===== config.mk =====
export PLATFORM = sky130hd
export DESIGN_NAME = presence_table_timeout_tracker
export DESIGN_NICKNAME = d
export VERILOG_FILES = /design/src/rtl/core/ptt_pkg.sv /design/src/rtl/core/ptt_ram.sv /design/src/rtl/core/ptt_mod.sv /design/src/rtl/core/ptt_evq.sv /design/src/rtl/core/ptt_ctrl.sv /design/src/rtl/core/presence_table_timeout_tracker.sv
export SDC_FILE = /design/constraint.sdc
export NUM_CORES = 2
export LEC_CHECK = 0
export BUFFER_PORTS_ARGS = -buffer_cell sky130_fd_sc_hd__buf_2
export CORE_MARGIN = 1
export CORE_UTILIZATION = 56
export DETAILED_ROUTE_END_ITERATION = 12
export GPL_ROUTABILITY_DRIVEN = 0
export PLACE_DENSITY_LB_ADDON = 0.15
export SKIP_LAST_GASP = 1
export SYNTH_ARGS = -nofsm -noshare
export SYNTH_HDL_FRONTEND = slang
export SYNTH_SLANG_ARGS = --single-unit

===== constraint.sdc =====
create_clock -name clk -period 7.1 [get_ports clk]
set_input_delay 0.71 -clock clk [delete_from_list [all_inputs] [get_ports clk]]
set_output_delay 0.71 -clock clk [all_outputs]
set_load 0.05 [all_outputs]

===== src/rtl/core/ptt_pkg.sv =====
package ptt_pkg;

	localparam int RECORD_COUNT = 16;
	localparam int PROFILE_COUNT = 8;
	localparam int LOCATION_COUNT = 64;
	localparam int IDX_W = (RECORD_COUNT > 1) ? $clog2(RECORD_COUNT) : 1;
	localparam int CNT_W = $clog2(RECORD_COUNT + 1);
	localparam logic [7:0] PROFILE_IGNORE = 8'hFF;

	localparam logic [1:0] CMD_REPORT = 2'd0;
	localparam logic [1:0] CMD_TICK = 2'd1;
	localparam logic [1:0] CMD_QUERY = 2'd2;

	localparam logic [1:0] REG_TIMEOUT = 2'd0;
	localparam logic [1:0] REG_THROTTLE = 2'd1;
	localparam logic [1:0] REG_SPREAD = 2'd2;

	localparam logic [3:0] KIND_MESH = 4'd0;
	localparam logic [3:0] KIND_LOC_ENTER = 4'd1;
	localparam logic [3:0] KIND_LOC_EXIT = 4'd2;
	localparam logic [3:0] KIND_FIRST_ENTER = 4'd3;
	localparam logic [3:0] KIND_LAST_EXIT = 4'd4;
	localparam logic [3:0] KIND_PROF_ENTER = 4'd5;
	localparam logic [3:0] KIND_PROF_EXIT = 4'd6;
	localparam logic [3:0] KIND_MUTATION = 4'd7;
	localparam logic [3:0] KIND_QUERY = 4'd8;

	localparam logic [2:0] MUT_NONE = 3'd0;
	localparam logic [2:0] MUT_FIRST = 3'd1;
	localparam logic [2:0] MUT_LAST = 3'd2;
	localparam logic [2:0] MUT_CHANGED = 3'd3;

	typedef struct packed {
		logic [1:0] command;
		logic [7:0] profile;
		logic [7:0] location;
		logic       forward_to_mesh;
		logic [7:0] random_byte;
		logic       presence_certain;
	} in_item_t;

	typedef struct packed {
		logic [3:0]  kind;
		logic [2:0]  profile_out;
		logic [5:0]  location_out;
		logic [2:0]  mutation;
		logic [63:0] occupied_mask;
		logic        last;
	} out_item_t;

	// stored record: profile(3) location(6) timeout(16) mesh(9)
	typedef struct packed {
		logic [2:0]  prof;
		logic [5:0]  loc;
		logic [15:0] tmo;
		logic [8:0]  mesh;
	} record_t;

	localparam int REC_W = $bits(record_t);

	// event without mask and last flag
	typedef struct packed {
		logic [3:0] kind;
		logic [2:0] prof;
		logic [5:0] loc;
		logic [2:0] mut;
	} event_t;

endpackage


===== src/rtl/core/ptt_ram.sv =====
module ptt_ram #(
	parameter int WIDTH = 8,
	parameter int DEPTH = 16
) (
	input  logic                     clk,
	input  logic                     we,
	input  logic [$clog2(DEPTH)-1:0] waddr,
	input  logic [WIDTH-1:0]         wdata,
	input  logic [$clog2(DEPTH)-1:0] raddr,
	output logic [WIDTH-1:0]         rdata
);

	logic [WIDTH-1:0] mem [DEPTH];

	always_ff @(posedge clk) begin
		if (we) begin
			mem[waddr] <= wdata;
		end
		rdata <= mem[raddr];
	end

endmodule


===== src/rtl/core/ptt_mod.sv =====
// remainder of a byte by a byte, one quotient bit per cycle
module ptt_mod
	import ptt_pkg::*;
(
	input  logic       clk,
	input  logic       arst_n,
	input  logic       start,
	input  logic [7:0] dividend,
	input  logic [7:0] divisor,
	output logic       done,
	output logic [7:0] remainder
);

	logic [7:0] rem_q;
	logic [7:0] num_q;
	logic [7:0] den_q;
	logic [3:0] cnt_q;
	logic       busy_q;
	logic [8:0] trial;

	assign trial = {rem_q, num_q[7]} - {1'b0, den_q};
	assign remainder = rem_q;

	always_ff @(posedge clk or negedge arst_n) begin
		if (!arst_n) begin
			busy_q <= 1'b0;
			done <= 1'b0;
			cnt_q <= '0;
		end else begin
			done <= 1'b0;
			if (start) begin
				busy_q <= 1'b1;
				cnt_q <= 4'd8;
				rem_q <= '0;
				num_q <= dividend;
				den_q <= divisor;
			end else if (busy_q) begin
				if (!trial[8]) begin
					rem_q <= trial[7:0];
				end else begin
					rem_q <= {rem_q[6:0], num_q[7]};
				end
				num_q <= {num_q[6:0], 1'b0};
				cnt_q <= cnt_q - 4'd1;
				if (cnt_q == 4'd1) begin
					busy_q <= 1'b0;
					done <= 1'b1;
				end
			end
		end
	end

endmodule


===== src/rtl/core/ptt_evq.sv =====
// event queue: holds the events of one item until the mask is known
module ptt_evq
	import ptt_pkg::*;
(
	input  logic        clk,
	input  logic        arst_n,
	input  logic        push,
	input  event_t      push_ev,
	input  logic        clear,
	input  logic        drain,
	input  logic [63:0] mask,
	output logic        empty,
	output logic        valid,
	input  logic        stall,
	output out_item_t   out
);

	localparam int QD = 32;
	localparam int QW = $clog2(QD);

	logic [QW:0]   wr_q;
	logic [QW:0]   rd_q;
	logic          rd_pend_q;
	logic          busy_q;
	logic [$bits(event_t)-1:0] rdata;
	logic          take;
	logic          fetch;
	logic          have_q;

	ptt_ram #(.WIDTH($bits(event_t)), .DEPTH(QD)) u_ram (
		.clk(clk),
		.we(push),
		.waddr(wr_q[QW-1:0]),
		.wdata(push_ev),
		.raddr(rd_q[QW-1:0]),
		.rdata(rdata)
	);

	assign take = valid && !stall;
	assign fetch = busy_q && !rd_pend_q && (rd_q != wr_q) && (!have_q || take);
	assign empty = !busy_q && !have_q;

	always_ff @(posedge clk or negedge arst_n) begin
		if (!arst_n) begin
			wr_q <= '0;
			rd_q <= '0;
			rd_pend_q <= 1'b0;
			busy_q <= 1'b0;
			have_q <= 1'b0;
			valid <= 1'b0;
		end else begin
			if (clear) begin
				wr_q <= '0;
				rd_q <= '0;
			end else if (push) begin
				wr_q <= wr_q + 1'b1;
			end
			if (drain) begin
				busy_q <= 1'b1;
			end
			if (take) begin
				have_q <= 1'b0;
				valid <= 1'b0;
			end
			rd_pend_q <= 1'b0;
			if (fetch) begin
				rd_q <= rd_q + 1'b1;
				rd_pend_q <= 1'b1;
			end
			if (rd_pend_q) begin
				have_q <= 1'b1;
				valid <= 1'b1;
				out.kind <= rdata[15:12];
				out.profile_out <= rdata[11:9];
				out.location_out <= rdata[8:3];
				out.mutation <= rdata[2:0];
				out.occupied_mask <= mask;
				out.last <= (rd_q == wr_q);
				if (rd_q == wr_q) begin
					busy_q <= 1'b0;
				end
			end
		end
	end

endmodule


===== src/rtl/core/ptt_ctrl.sv =====
// sequencer: scans the record memory, modifies records, queues events
module ptt_ctrl
	import ptt_pkg::*;
(
	input  logic        clk,
	input  logic        arst_n,
	input  logic        in_valid,
	output logic        in_stall,
	input  in_item_t    in_data,
	input  logic        cfg_we,
	input  logic [1:0]  cfg_index,
	input  logic [15:0] cfg_data,
	input  logic        q_empty,
	output logic        q_push,
	output event_t      q_ev,
	output logic        q_clear,
	output logic        q_drain,
	output logic [63:0] mask
);

	typedef enum logic [3:0] {
		S_IDLE, S_INIT, S_SCAN, S_DIV, S_RD, S_WR, S_TICK, S_TAIL, S_WAIT
	} state_t;

	state_t state_q;
	in_item_t item_q;
	logic [15:0] tmo_q;
	logic [7:0]  thr_q;
	logic [7:0]  spr_q;
	logic [IDX_W:0] idx_q;
	logic [IDX_W-1:0] sel_q;
	logic match_q;
	logic free_q;
	logic [15:0] min_q;
	logic [63:0] prev_q;
	logic [63:0] acc_q;
	logic        rd_pend_q;
	logic [IDX_W-1:0] rd_idx_q;
	logic [2:0] tail_q;
	logic [2:0] mut_q;
	logic [8:0] cd_q;
	logic [CNT_W-1:0] cnt_q;
	logic [IDX_W:0] init_q;

	logic        we;
	logic [IDX_W-1:0] waddr;
	record_t     wdata;
	logic [IDX_W-1:0] raddr;
	record_t     rdata;
	logic        div_start;
	logic        div_done;
	logic [7:0]  div_rem;
	logic [63:0] next_mask;
	logic [63:0] rep_mask;

	ptt_ram #(.WIDTH(REC_W), .DEPTH(RECORD_COUNT)) u_rec (
		.clk(clk), .we(we), .waddr(waddr), .wdata(wdata),
		.raddr(raddr), .rdata(rdata)
	);

	ptt_mod u_mod (
		.clk(clk), .arst_n(arst_n), .start(div_start),
		.dividend(item_q.random_byte), .divisor(spr_q),
		.done(div_done), .remainder(div_rem)
	);

	assign in_stall = (state_q != S_IDLE);
	assign raddr = idx_q[IDX_W-1:0];

	function automatic logic [2:0] mut_code(logic c, logic [63:0] p, logic [63:0] n);
		logic [2:0] r;
		if (!c || p == n) r = MUT_NONE;
		else if (p == 64'd0) r = MUT_FIRST;
		else if (n == 64'd0) r = MUT_LAST;
		else r = MUT_CHANGED;
		return r;
	endfunction

	// mask after the report: recount with the selected slot replaced
	assign next_mask = acc_q;
	assign rep_mask = item_q.presence_certain ? next_mask : 64'd0;

	always_comb begin
		we = 1'b0;
		waddr = sel_q;
		wdata = '0;
		// kick the remainder unit on the way into the wait state
		div_start = (state_q == S_DIV) && (cd_q == 9'd0) && (spr_q != 8'd0);
		if (state_q == S_INIT) begin
			we = 1'b1;
			waddr = init_q[IDX_W-1:0];
		end
		if (state_q == S_WR) begin
			we = 1'b1;
			wdata.prof = item_q.profile[2:0];
			wdata.loc = item_q.location[5:0];
			wdata.tmo = tmo_q;
			wdata.mesh = cd_q;
		end
		if (state_q == S_TICK && item_q.command == CMD_TICK && rd_pend_q &&
		    rdata.tmo != 16'd0) begin
			we = 1'b1;
			waddr = rd_idx_q;
			wdata = rdata;
			wdata.tmo = rdata.tmo - 16'd1;
			if (rdata.tmo != 16'd1 && rdata.mesh != 9'd0) begin
				wdata.mesh = rdata.mesh - 9'd1;
			end
		end
	end

	always_ff @(posedge clk or negedge arst_n) begin
		if (!arst_n) begin
			state_q <= S_INIT;
			init_q <= '0;
			tmo_q <= 16'd60;
			thr_q <= 8'd30;
			spr_q <= 8'd30;
			q_push <= 1'b0;
			q_clear <= 1'b0;
			q_drain <= 1'b0;
			mask <= '0;
			idx_q <= '0;
			rd_pend_q <= 1'b0;
		end else begin
			q_push <= 1'b0;
			q_clear <= 1'b0;
			q_drain <= 1'b0;
			if (cfg_we) begin
				unique case (cfg_index)
					REG_TIMEOUT:  tmo_q <= cfg_data;
					REG_THROTTLE: thr_q <= cfg_data[7:0];
					REG_SPREAD:   spr_q <= cfg_data[7:0];
					default: ;
				endcase
			end
			unique case (state_q)
				S_INIT: begin
					init_q <= init_q + 1'b1;
					if (init_q == (IDX_W+1)'(RECORD_COUNT - 1)) state_q <= S_IDLE;
				end
				S_IDLE: begin
					if (in_valid) begin
						item_q <= in_data;
						idx_q <= '0;
						rd_pend_q <= 1'b0;
						match_q <= 1'b0;
						free_q <= 1'b0;
						min_q <= 16'hFFFF;
						sel_q <= '0;
						prev_q <= '0;
						acc_q <= '0;
						cnt_q <= '0;
						q_clear <= 1'b1;
						if (in_data.command == CMD_REPORT &&
						    in_data.profile < 8'(PROFILE_COUNT) &&
						    in_data.location < 8'(LOCATION_COUNT)) begin
							state_q <= S_SCAN;
						end else if (in_data.command == CMD_TICK) begin
							state_q <= S_TICK;
						end else if (in_data.command == CMD_QUERY) begin
							state_q <= S_TICK;
						end
					end
				end
				S_SCAN: begin
					// stream reads; evaluate the previous read
					rd_pend_q <= (idx_q < (IDX_W+1)'(RECORD_COUNT));
					rd_idx_q <= idx_q[IDX_W-1:0];
					if (idx_q < (IDX_W+1)'(RECORD_COUNT)) idx_q <= idx_q + 1'b1;
					if (rd_pend_q) begin
						if (rdata.tmo != 16'd0) begin
							prev_q <= prev_q | (64'd1 << rdata.loc);
							if (!match_q && rdata.prof == item_q.profile[2:0] &&
							    rdata.loc == item_q.location[5:0]) begin
								match_q <= 1'b1;
								sel_q <= rd_idx_q;
								cd_q <= rdata.mesh;
							end else if (!match_q && !free_q &&
							    (rd_idx_q == '0 || rdata.tmo < min_q)) begin
								min_q <= rdata.tmo;
								sel_q <= rd_idx_q;
							end
						end else if (!free_q) begin
							free_q <= 1'b1;
							if (!match_q) sel_q <= rd_idx_q;
						end
					end else if (idx_q == (IDX_W+1)'(RECORD_COUNT)) begin
						if (!match_q) cd_q <= 9'd0;
						state_q <= S_DIV;
					end
				end
				S_DIV: begin
					if (cd_q == 9'd0 && item_q.forward_to_mesh) begin
						q_push <= 1'b1;
						q_ev <= '{KIND_MESH, item_q.profile[2:0], item_q.location[5:0],
						          MUT_NONE};
						cnt_q <= cnt_q + 1'b1;
					end
					if (cd_q != 9'd0 || spr_q == 8'd0) begin
						if (cd_q == 9'd0) cd_q <= {1'b0, thr_q};
						state_q <= S_WR;
					end else begin
						state_q <= S_RD;
					end
				end
				S_RD: begin
					// started on entry; wait for the remainder
					if (div_done) begin
						cd_q <= {1'b0, thr_q} + {1'b0, div_rem};
						state_q <= S_WR;
					end
				end
				S_WR: begin
					idx_q <= '0;
					rd_pend_q <= 1'b0;
					acc_q <= '0;
					state_q <= S_TAIL;
					tail_q <= '0;
					if (!match_q) begin
						q_push <= 1'b1;
						q_ev <= '{KIND_LOC_ENTER, item_q.profile[2:0],
						          item_q.location[5:0], MUT_NONE};
						cnt_q <= cnt_q + 1'b1;
					end
				end
				S_TICK: begin
					rd_pend_q <= (idx_q < (IDX_W+1)'(RECORD_COUNT));
					rd_idx_q <= idx_q[IDX_W-1:0];
					if (idx_q < (IDX_W+1)'(RECORD_COUNT)) idx_q <= idx_q + 1'b1;
					if (rd_pend_q && rdata.tmo != 16'd0) begin
						if (item_q.command == CMD_TICK) begin
							prev_q <= prev_q | (64'd1 << rdata.loc);
							if (rdata.tmo == 16'd1) begin
								q_push <= 1'b1;
								q_ev <= '{KIND_LOC_EXIT, rdata.prof, rdata.loc, MUT_NONE};
								cnt_q <= cnt_q + 1'b1;
							end else begin
								acc_q <= acc_q | (64'd1 << rdata.loc);
							end
						end else begin
							acc_q <= acc_q | (64'd1 << rdata.loc);
						end
					end
					if (!rd_pend_q && idx_q == (IDX_W+1)'(RECORD_COUNT)) begin
						state_q <= S_TAIL;
						tail_q <= 3'd4;
						if (item_q.command == CMD_QUERY) begin
							q_push <= 1'b1;
							q_ev <= '{KIND_QUERY, 3'd0, 6'd0, MUT_NONE};
							cnt_q <= cnt_q + 1'b1;
						end
					end
				end
				S_TAIL: begin
					unique case (tail_q)
						3'd0: begin
							// rescan the written table for the final mask
							rd_pend_q <= (idx_q < (IDX_W+1)'(RECORD_COUNT));
							if (idx_q < (IDX_W+1)'(RECORD_COUNT)) idx_q <= idx_q + 1'b1;
							if (rd_pend_q && rdata.tmo != 16'd0) begin
								acc_q <= acc_q | (64'd1 << rdata.loc);
							end
							if (!rd_pend_q && idx_q == (IDX_W+1)'(RECORD_COUNT)) begin
								tail_q <= 3'd1;
							end
						end
						3'd1: begin
							mut_q <= mut_code(item_q.presence_certain, prev_q, acc_q);
							tail_q <= 3'd2;
						end
						3'd2: begin
							if (mut_q != MUT_NONE) begin
								q_push <= 1'b1;
								q_ev <= '{KIND_MUTATION, 3'd0, 6'd0, mut_q};
								cnt_q <= cnt_q + 1'b1;
							end
							tail_q <= 3'd3;
						end
						3'd3: begin
							if (mut_q == MUT_FIRST || mut_q == MUT_LAST) begin
								q_push <= 1'b1;
								q_ev <= '{(mut_q == MUT_FIRST) ? KIND_FIRST_ENTER : KIND_LAST_EXIT,
								          3'd0, 6'd0, MUT_NONE};
								cnt_q <= cnt_q + 1'b1;
								tail_q <= 3'd5;
							end else begin
								tail_q <= 3'd6;
							end
						end
						3'd4: begin
							// tick or query
							if (item_q.command == CMD_TICK &&
							    mut_code(item_q.presence_certain, prev_q, acc_q) == MUT_LAST) begin
								q_push <= 1'b1;
								q_ev <= '{KIND_LAST_EXIT, 3'd0, 6'd0, MUT_NONE};
								cnt_q <= cnt_q + 1'b1;
								mut_q <= MUT_NONE;
								tail_q <= 3'd7;
							end else begin
								tail_q <= 3'd6;
							end
						end
						3'd5: begin
							q_push <= 1'b1;
							q_ev <= '{(mut_q == MUT_FIRST) ? KIND_PROF_ENTER : KIND_PROF_EXIT,
							          item_q.profile[2:0], item_q.location[5:0], MUT_NONE};
							cnt_q <= cnt_q + 1'b1;
							tail_q <= 3'd6;
						end
						3'd7: begin
							q_push <= 1'b1;
							q_ev <= '{KIND_PROF_EXIT, 3'd0, 6'd0, MUT_NONE};
							cnt_q <= cnt_q + 1'b1;
							tail_q <= 3'd6;
						end
						default: begin
							mask <= rep_mask;
							if (cnt_q != '0) begin
								q_drain <= 1'b1;
								state_q <= S_WAIT;
							end else begin
								state_q <= S_IDLE;
							end
						end
					endcase
				end
				S_WAIT: begin
					if (q_empty && !q_drain) state_q <= S_IDLE;
				end
				default: state_q <= S_IDLE;
			endcase
		end
	end

endmodule


===== src/rtl/core/presence_table_timeout_tracker.sv =====
// presence table timeout tracker
// input channel: in_valid / in_stall carry one command (report, tick, query);
// a transfer happens when in_valid is high and in_stall is low
// output channel: out_valid / out_stall carry result events, last marks the
// final event of one command; commands with no effect give no events
// configuration: cfg_we writes cfg_data into register cfg_index; write only while idle, the block does not enforce this
// one command at a time: a report scans the 16-record memory, writes back
// and rescans for the occupancy mask; a due mesh countdown with a nonzero
// spread also waits for the jitter remainder; a tick is one read-modify-write
// pass and a query one read pass; when the command is processed, the events
// leave the event queue one at a time; in_stall drops once the final event
// is taken and the queue reports empty
// after reset all 16 records of the memory are cleared before in_stall drops
// a stalled receiver holds the event queue and the next command waits
module presence_table_timeout_tracker
	import ptt_pkg::*;
(
	input  logic        clk,
	input  logic        arst_n,
	input  logic        in_valid,
	output logic        in_stall,
	input  in_item_t    in_data,
	output logic        out_valid,
	input  logic        out_stall,
	output out_item_t   out_data,
	input  logic        cfg_we,
	input  logic [1:0]  cfg_index,
	input  logic [15:0] cfg_data
);

	logic        q_empty;
	logic        q_push;
	event_t      q_ev;
	logic        q_clear;
	logic        q_drain;
	logic [63:0] mask;

	ptt_ctrl u_ctrl (
		.clk(clk), .arst_n(arst_n),
		.in_valid(in_valid), .in_stall(in_stall), .in_data(in_data),
		.cfg_we(cfg_we), .cfg_index(cfg_index), .cfg_data(cfg_data),
		.q_empty(q_empty), .q_push(q_push), .q_ev(q_ev),
		.q_clear(q_clear), .q_drain(q_drain), .mask(mask)
	);

	ptt_evq u_evq (
		.clk(clk), .arst_n(arst_n),
		.push(q_push), .push_ev(q_ev), .clear(q_clear), .drain(q_drain),
		.mask(mask), .empty(q_empty), .valid(out_valid),
		.stall(out_stall), .out(out_data)
	);

endmodule


# Word-level counts from Yosys, hierarchy flattened

Memories as Yosys holds them, arrays and structs flattened. A register that Yosys moved wholly into a read port is not among the register bits.
Cells that the tools add are included.

Add/sub/neg operators: 10
Order comparisons: 4
Equal/unequal tests: 72
Shifts and indexed selects: 1
Mux-type cells: 154
Bitwise gates (word level): 3
Reduce and logical (&&, ||, !) cells: 90

Operators with widths:

| operator               | number |
|---|---|
| $mux W64               | 11 |
| $pmux W64 S4           | 1 |
| $mux W16               | 15 |
| $pmux W64 S3           | 1 |
| $logic_not A64 Y1      | 2 |
| $or A64 B64 Y64        | 2 |
| $mux W4                | 23 |
| $mux W9                | 9 |
| $pmux W16 S5           | 1 |
| $mux W34               | 2 |
| $mux W5                | 13 |
| $eq A64 B64 Y1         | 1 |
| $pmux W16 S4           | 1 |
| $shl A1 B6 Y64 const A | 1 |
| $mux W1                | 44 |
| $pmux W5 S4            | 2 |
| $pmux W4 S9            | 1 |
| $mux W8                | 4 |
| $pmux W16 S2           | 1 |
| $ne A2 B2 Y1 const B   | 14 |
| $reduce_and A7 Y1      | 4 |
| $pmux W9 S3            | 1 |
| $reduce_and A9 Y1      | 3 |
| $pmux W5 S5            | 1 |
| other kinds (69)       | 176 |

Register bits after elaboration: 451
RAM bits: 1056
Input bits: 51
Memories kept: 2

Memories:

| memory           | words | width | rd ports | clocked after Yosys merged registers in | write ports | RTL line      | RTL |
|---|---|---|---|---|---|---|---|
| u_ctrl.u_rec.mem | 16    | 34    | 1        | 1                                       | 1           | ptt_ram.sv:13 | `logic [WIDTH-1:0] mem [DEPTH];` |
| u_evq.u_ram.mem  | 32    | 16    | 1        | 1                                       | 1           | ptt_ram.sv:13 |  |

# Logic depth before layout (Yosys ltp)

Word-level depth: 11
Mapped depth: 11

# Modules after synthesis

From an unflattened synthesis, not the netlist that was laid out.

Cell total of the unflattened synthesis: 3928
Area total of the unflattened synthesis: 63204.4 um2

Modules (own cells, without submodules):

| module                 | instances | cells each | area an instance (um2) |
|---|---|---|---|
| ptt_ram (u_ctrl.u_rec) | 1         | 888        | 21076.5 |
| ptt_ram (u_evq.u_ram)  | 1         | 1143       | 20534.7 |
| ptt_ctrl               | 1         | 1596       | 16639.7 |
| ptt_evq                | 1         | 157        | 3259.4 |
| ptt_mod                | 1         | 144        | 1694.1 |

# Worst setup path before layout

OpenSTA, ideal clock, no wires.

Path kind: flip-flop to flip-flop
Start: reg u_ctrl.state_q[0]
End: reg u_ctrl.acc_q[0], enable pin
Library setup time: 0.582 ns
Data arrival time: 6.276 ns
Required time: 6.518 ns
Setup slack: 0.242 ns
Cell stages (with the launch flop): 7
Path buffers: 2
Clock period less this slack: 6.858 ns
Cells stage by stage: dfstp_2 > clkbuf_1 > buf_1 > o21ai_0 > a211oi_1 > o21ai_0 > a211oi_1

Cells in the longest elaborated chain, start to end: 3
Elaborated cells on any way between the ends: 11
Classes of those cells: eq/ne: 8; reduce/logical: 3

RTL lines:

| item                                                    | RTL line        | RTL |
|---|---|---|
| start, declared                                         | ptt_ctrl.sv:25  | `state_t state_q;` |
| start signal, assigned                                  | ptt_ctrl.sv:114 | `state_q <= S_INIT;` |
| start signal, assigned                                  | ptt_ctrl.sv:140 | `if (init_q == (IDX_W+1)'(RECORD_COUNT - 1)) state_q <= S_IDLE;` |
| start signal, assigned                                  | ptt_ctrl.sv:158 | `state_q <= S_SCAN;` |
| $eq A4 B3 Y1 / $logic_not A4 Y1 (equally long branches) | ptt_ctrl.sv:137 | `unique case (state_q)` |
| $ne A3 B3 Y1 (no line) (tied with other cells)          | -               |  |
| $reduce_and A7 Y1 (no line) (*)                         | -               |  |
| end signal, assigned                                    | ptt_ctrl.sv:239 | `acc_q <= acc_q \| (64'd1 << rdata.loc);` |
| end signal, assigned                                    | ptt_ctrl.sv:242 | `acc_q <= acc_q \| (64'd1 << rdata.loc);` |
| end signal, assigned                                    | ptt_ctrl.sv:262 | `acc_q <= acc_q \| (64'd1 << rdata.loc);` |
| end, declared                                           | ptt_ctrl.sv:36  | `logic [63:0] acc_q;` |

Mark *: on every way between the ends. The rest lies on a longest branch, timed or not.
A chain may end at the register's enable or synchronous reset.

# Final worst setup path

Start: reg u_ctrl.state_q[2]
End: mem u_ctrl.u_rec.mem[6][2] (netlist bit), enable pin

Cells in the longest elaborated chain, start to end: 7
Elaborated cells on any way between the ends: 13
Classes of those cells: eq/ne: 3; mux: 7; reduce/logical: 3

RTL lines:

| item                              | RTL line        | RTL |
|---|---|---|
| $eq A4 B3 Y1                      | ptt_ctrl.sv:100 | `if (state_q == S_TICK && item_q.command == CMD_TICK && rd_pend_q &&` |
| $logic_and A1 B1 Y1 (3 in series) | ptt_ctrl.sv:100 |  |
| $mux W1                           | ptt_ctrl.sv:100 |  |
| $mux W1                           | ptt_ram.sv:16   | `if (we) begin` |
| $mux W1 (implied by the code)     | ptt_ram.sv:17   | `mem[waddr] <= wdata;` |
| end, declared                     | ptt_ram.sv:13   |  |

Parallel ways exist; a longest one is shown, timed or not.

==> key figures <==
Outcome
  – Status: finished, final reports clean

Power and ir drop
  – Peak VDD IR: between 0.0002 and 0.0003 V
  – Leak pwr: 23.7 nW
  – Pwr/cell area: ~370 nW/um2

Logic synthesis
  – Post-synth cell types: 77
  – Async SR Flop Fraction: between 8 and 9%
  – Number of synthesized flops with an enable pin: approximately 1400
  – Syn_area_per_cell: approximately 18 um2
  – Cell area after synthesis: roughly 62000 um2
  – Register area share after synthesis: between 70% and 80%
  – Mapped Nets: ~3600
  – Synth Instances: approximately 3500
  – Top FF cell, synth: edfxtp_1
  – Synth Register Bits: between 1500 and 2000
  – Synth Warn #: 0

Global route
  – Total gr overflow: 0
  – Number of global-route vias before repair: between 30000 and 40000
  – Largest net degree at the start of global routing: about 100
  – Total GRT Usage: between 20% and 30%
  – Initial antenna violation count: 3
  – First-pass GRT wire length: roughly 220 mm

Routing
  – DRC Markers: 0
  – Iter 0 DRT Violations: between 3000 and 4000
  – Drt wl/cell: around 27 um
  – DR vias: ~33000
  – Post-DRT Antenna Nets: 0
  – Pre-Repair DR Iteration Count: 6
  – DR vias/cell: 6.22
  – Final WL: around 150 mm

CTS
  – Clk root buf: clkbuf_16
  – Num CTS Buffers: about 160
  – H-tree depth: 4
  – Clock-pin slew on the worst setup and hold paths: 0.06 ns
  – Post-CTS resize count: 0
  – CTS tree: yes
  – Clock Path Buffers: 3
  – Clk_lat worst skew: approximately 0.78 ns
  – Clock sinks: 1556

Floorplan
  – Ports: 134
  – Core area: approximately 110000 um2
  – Die area: roughly 110000 um2
  – Die Wd: 336 um
  – Initial core utilization: between 50% and 60%
  – Chip height: between 300 and 400 um
  – Row count: 122

STA
  – Setup_tns: 0 ns
  – Final Hold Viols: 0
  – Period utilization: between 60% and 70%
  – RSZ-0062 raised after global routing: false
  – Setup violations, final: 0
  – Fin crit period: slightly below 5 ns
  – Clock skew: ~0.038 ns
  – Worst Tran Pin Value: approximately 1.3 ns
  – Worst slew margin: between 10% and 20%
  – Fin worst setup slack: about 2.3 ns
  – Final Max Tran Viols: 0
  – Max frequency: approximately 0.21 GHz

Worst setup path
  – Crit-path max FO: 26
  – Worst r2r dst: u_ctrl.u_rec.mem[6][2]
  – Crit. End Element: flip-flop
  – R2R cell count: 8
  – Reg-to-reg startpoint: u_ctrl.state_q[2]
  – Worst setup path end: u_ctrl.u_rec.mem[6][2]
  – Buf/Inv on CP: 2
  – Required @ worst endpoint: approximately 7.6 ns
  – Worst EP arrival: approximately 5.3 ns
  – Cell family with most CP delay: simple AND/OR/NAND/NOR gates
  – Worst setup SP type: flip-flop
  – Crit Path Class: reg2reg
  – Crit path from: u_ctrl.state_q[2]
  – Crit-path cells: nor2b_1, nand3_1, a211o_1, buf_4, mux2i_1, nand3_1, nor2_4, buf_4
  – Max incr delay on CP: ~1.0 ns
  – WP depth: 8
  – Slowest-stage cell, CP: nor2_4
  – FF-to-FF setup slack: approximately 2.3 ns

Cells and area
  – Antenna Cells: 0
  – Area grow syn2layout: 12.8%
  – Share of cells above drive strength 1: between 20% and 30%
  – Utilization after layout: a little under two thirds
  – Final net count: 3872

Placed design
  – DP Worst Slack: roughly 2.4 ns
  – HPWL after DPL: approximately 89 mm
  – Buffers on Ports: approximately 130

Min path
  – HP Class: in2reg

Run
  – Max-Cap Viols: 0
## cell type report
cell class / count / area, um2
Sequential cell: 1556 / 45600
Tap cell: 1488 / 1860
Timing Repair Buffer: 228 / 1410
Multi-Input combinational cell: 1766 / 16200
Clock inverter: 67 / 812
Clock buffer: 217 / 4310
Fill cell: 7580 / 40200
Inverter: 63 / 236
## state kept, by name, summed over array words and instances (netlist names), 9 cells and up
signal / count
u_ctrl.u_rec.rdata: 34
u_evq.out: 81
u_ctrl.tmo_q: 16
u_ctrl.cd_q: 9
u_ctrl.u_rec.mem: 544
u_ctrl.min_q: 16
u_ctrl.prev_q: 64
u_evq.u_ram.mem: 512
u_ctrl.acc_q: 64
u_evq.u_ram.rdata: 16
u_ctrl.mask: 64
u_ctrl.q_ev: 16
u_ctrl.item_q: 21
## logic make-up (layout without fill, tap and decap cells)
group | Yosys count | in the layout | share of synthesized area [%]
multiplexers | 413 | 413 | 13.3
AND/OR/NAND/NOR | 865 | 865 | 6.37
AO/OA/AOI/OAI | 314 | 314 | 3.20
flip-flops | 1556 | 1556 | 72.9
buffers and inverters | 223 | 575 | 1.38
adder cells (fa/ha/maj) | 51 | 51 | 1.05
XOR/XNOR | 123 | 123 | 1.72
## synth_stat cells, types with 16 or more instances
master | count | area, um2
nor2b_1 | 16 | 100
buf_1 | 33 | 124
clkbuf_1 | 111 | 417
a21oi_1 | 37 | 185
nor2_1 | 339 | 1270
o21a_1 | 48 | 360
dfrtp_1 | 122 | 3050
ha_1 | 49 | 613
mux2_2 | 60 | 676
nor4_1 | 51 | 319
dfxtp_1 | 50 | 1000
edfxtp_1 | 1371 | 41200
inv_1 | 63 | 236
mux2i_1 | 23 | 230
xor2_1 | 24 | 210
nand2b_1 | 32 | 200
nand4_1 | 36 | 225
nor3_1 | 24 | 120
mux4_2 | 330 | 7430
nand3_1 | 33 | 165
xnor2_1 | 99 | 867
nand2_1 | 256 | 961
o21ai_0 | 137 | 686
## routing by layer
metal / vias up / GRT usage, % / part of all wire [%]
li1: 14300 / - / -
met1: 17400 / 37.2 / 41
met2: 1537 / 43.0 / 50
met3: 238 / 3.78 / 7.4
met4: 2 / 7.62 / 2.4
met5: - / 0 / 0.011
## stage by stage
stage | std cells | total power [mW] | hold WS [ns] | cell area, um2
after floorplan | 3545 | 16.3 | 0.386 | 62500
after global placement | 5098 | 18.1 | 0.386 | 65300
after detailed placement | 5100 | 18.3 | 0.390 | 65300
after CTS | 5385 | 26.3 | 0.0590 | 70500
after global routing | 5385 | 27.2 | 0.0827 | 70500
final | 5385 | 26.2 | 0.103 | 70500
## worst min path at each step
stage,from,to,slack [ns],cells after the start
after CTS,in_data[5],u_ctrl.item_q[5],0.06,1
after detailed placement,u_evq.u_ram.rdata[7],u_evq.out[72],0.39,0
after global routing,in_data[6],u_ctrl.item_q[6],0.08,1
final,in_data[5],u_ctrl.item_q[5],0.10,1
after floorplan,u_evq.u_ram.rdata[0],u_evq.out[65],0.39,0
after global placement,u_evq.u_ram.rdata[2],u_evq.out[67],0.39,0
## repair_timing
action / in CTS / in global routing
hold endpoints to repair: 40 / 0
hold buffers: 1 / 0
setup buffers: 0 / 0
## where the power goes
part           internal [mW]  switching (mW)  leakage, nW
Combinational           2.36            2.98         6.26
Clock                   4.65            3.45         2.48
Sequential              11.5            1.30         14.9
Total                   18.5            7.73         23.7
## cells in the final DEF, fill, tap and decap left out, drive strengths merged, types with 6 or more instances in the layout
| cell type | count |
|---|---|
| xnor2 | 99 |
| dfstp | 13 |
| buf | 227 |
| nand4 | 36 |
| a21o | 7 |
| nand3b | 9 |
| o31ai | 7 |
| nor2b | 16 |
| or3b | 6 |
| nor2 | 339 |
| a211oi | 8 |
| or3 | 14 |
| dfxtp | 50 |
| a22o | 15 |
| nor4 | 52 |
| mux2i | 23 |
| bufinv | 10 |
| mux4 | 330 |
| o21ai | 139 |
| nand2 | 256 |
| nand2b | 32 |
| a31oi | 7 |
| ha | 49 |
| clkbuf | 217 |
| mux2 | 60 |
| edfxtp | 1371 |
| clkinv | 49 |
| a21oi | 37 |
| o21a | 48 |
| nand3 | 33 |
| xor2 | 24 |
| nor3 | 25 |
| inv | 67 |
| and2 | 10 |
| a22oi | 6 |
| and3 | 11 |
| dfrtp | 122 |
| nor4b | 7 |
Note: power is estimated with default switching activity, not from simulation.
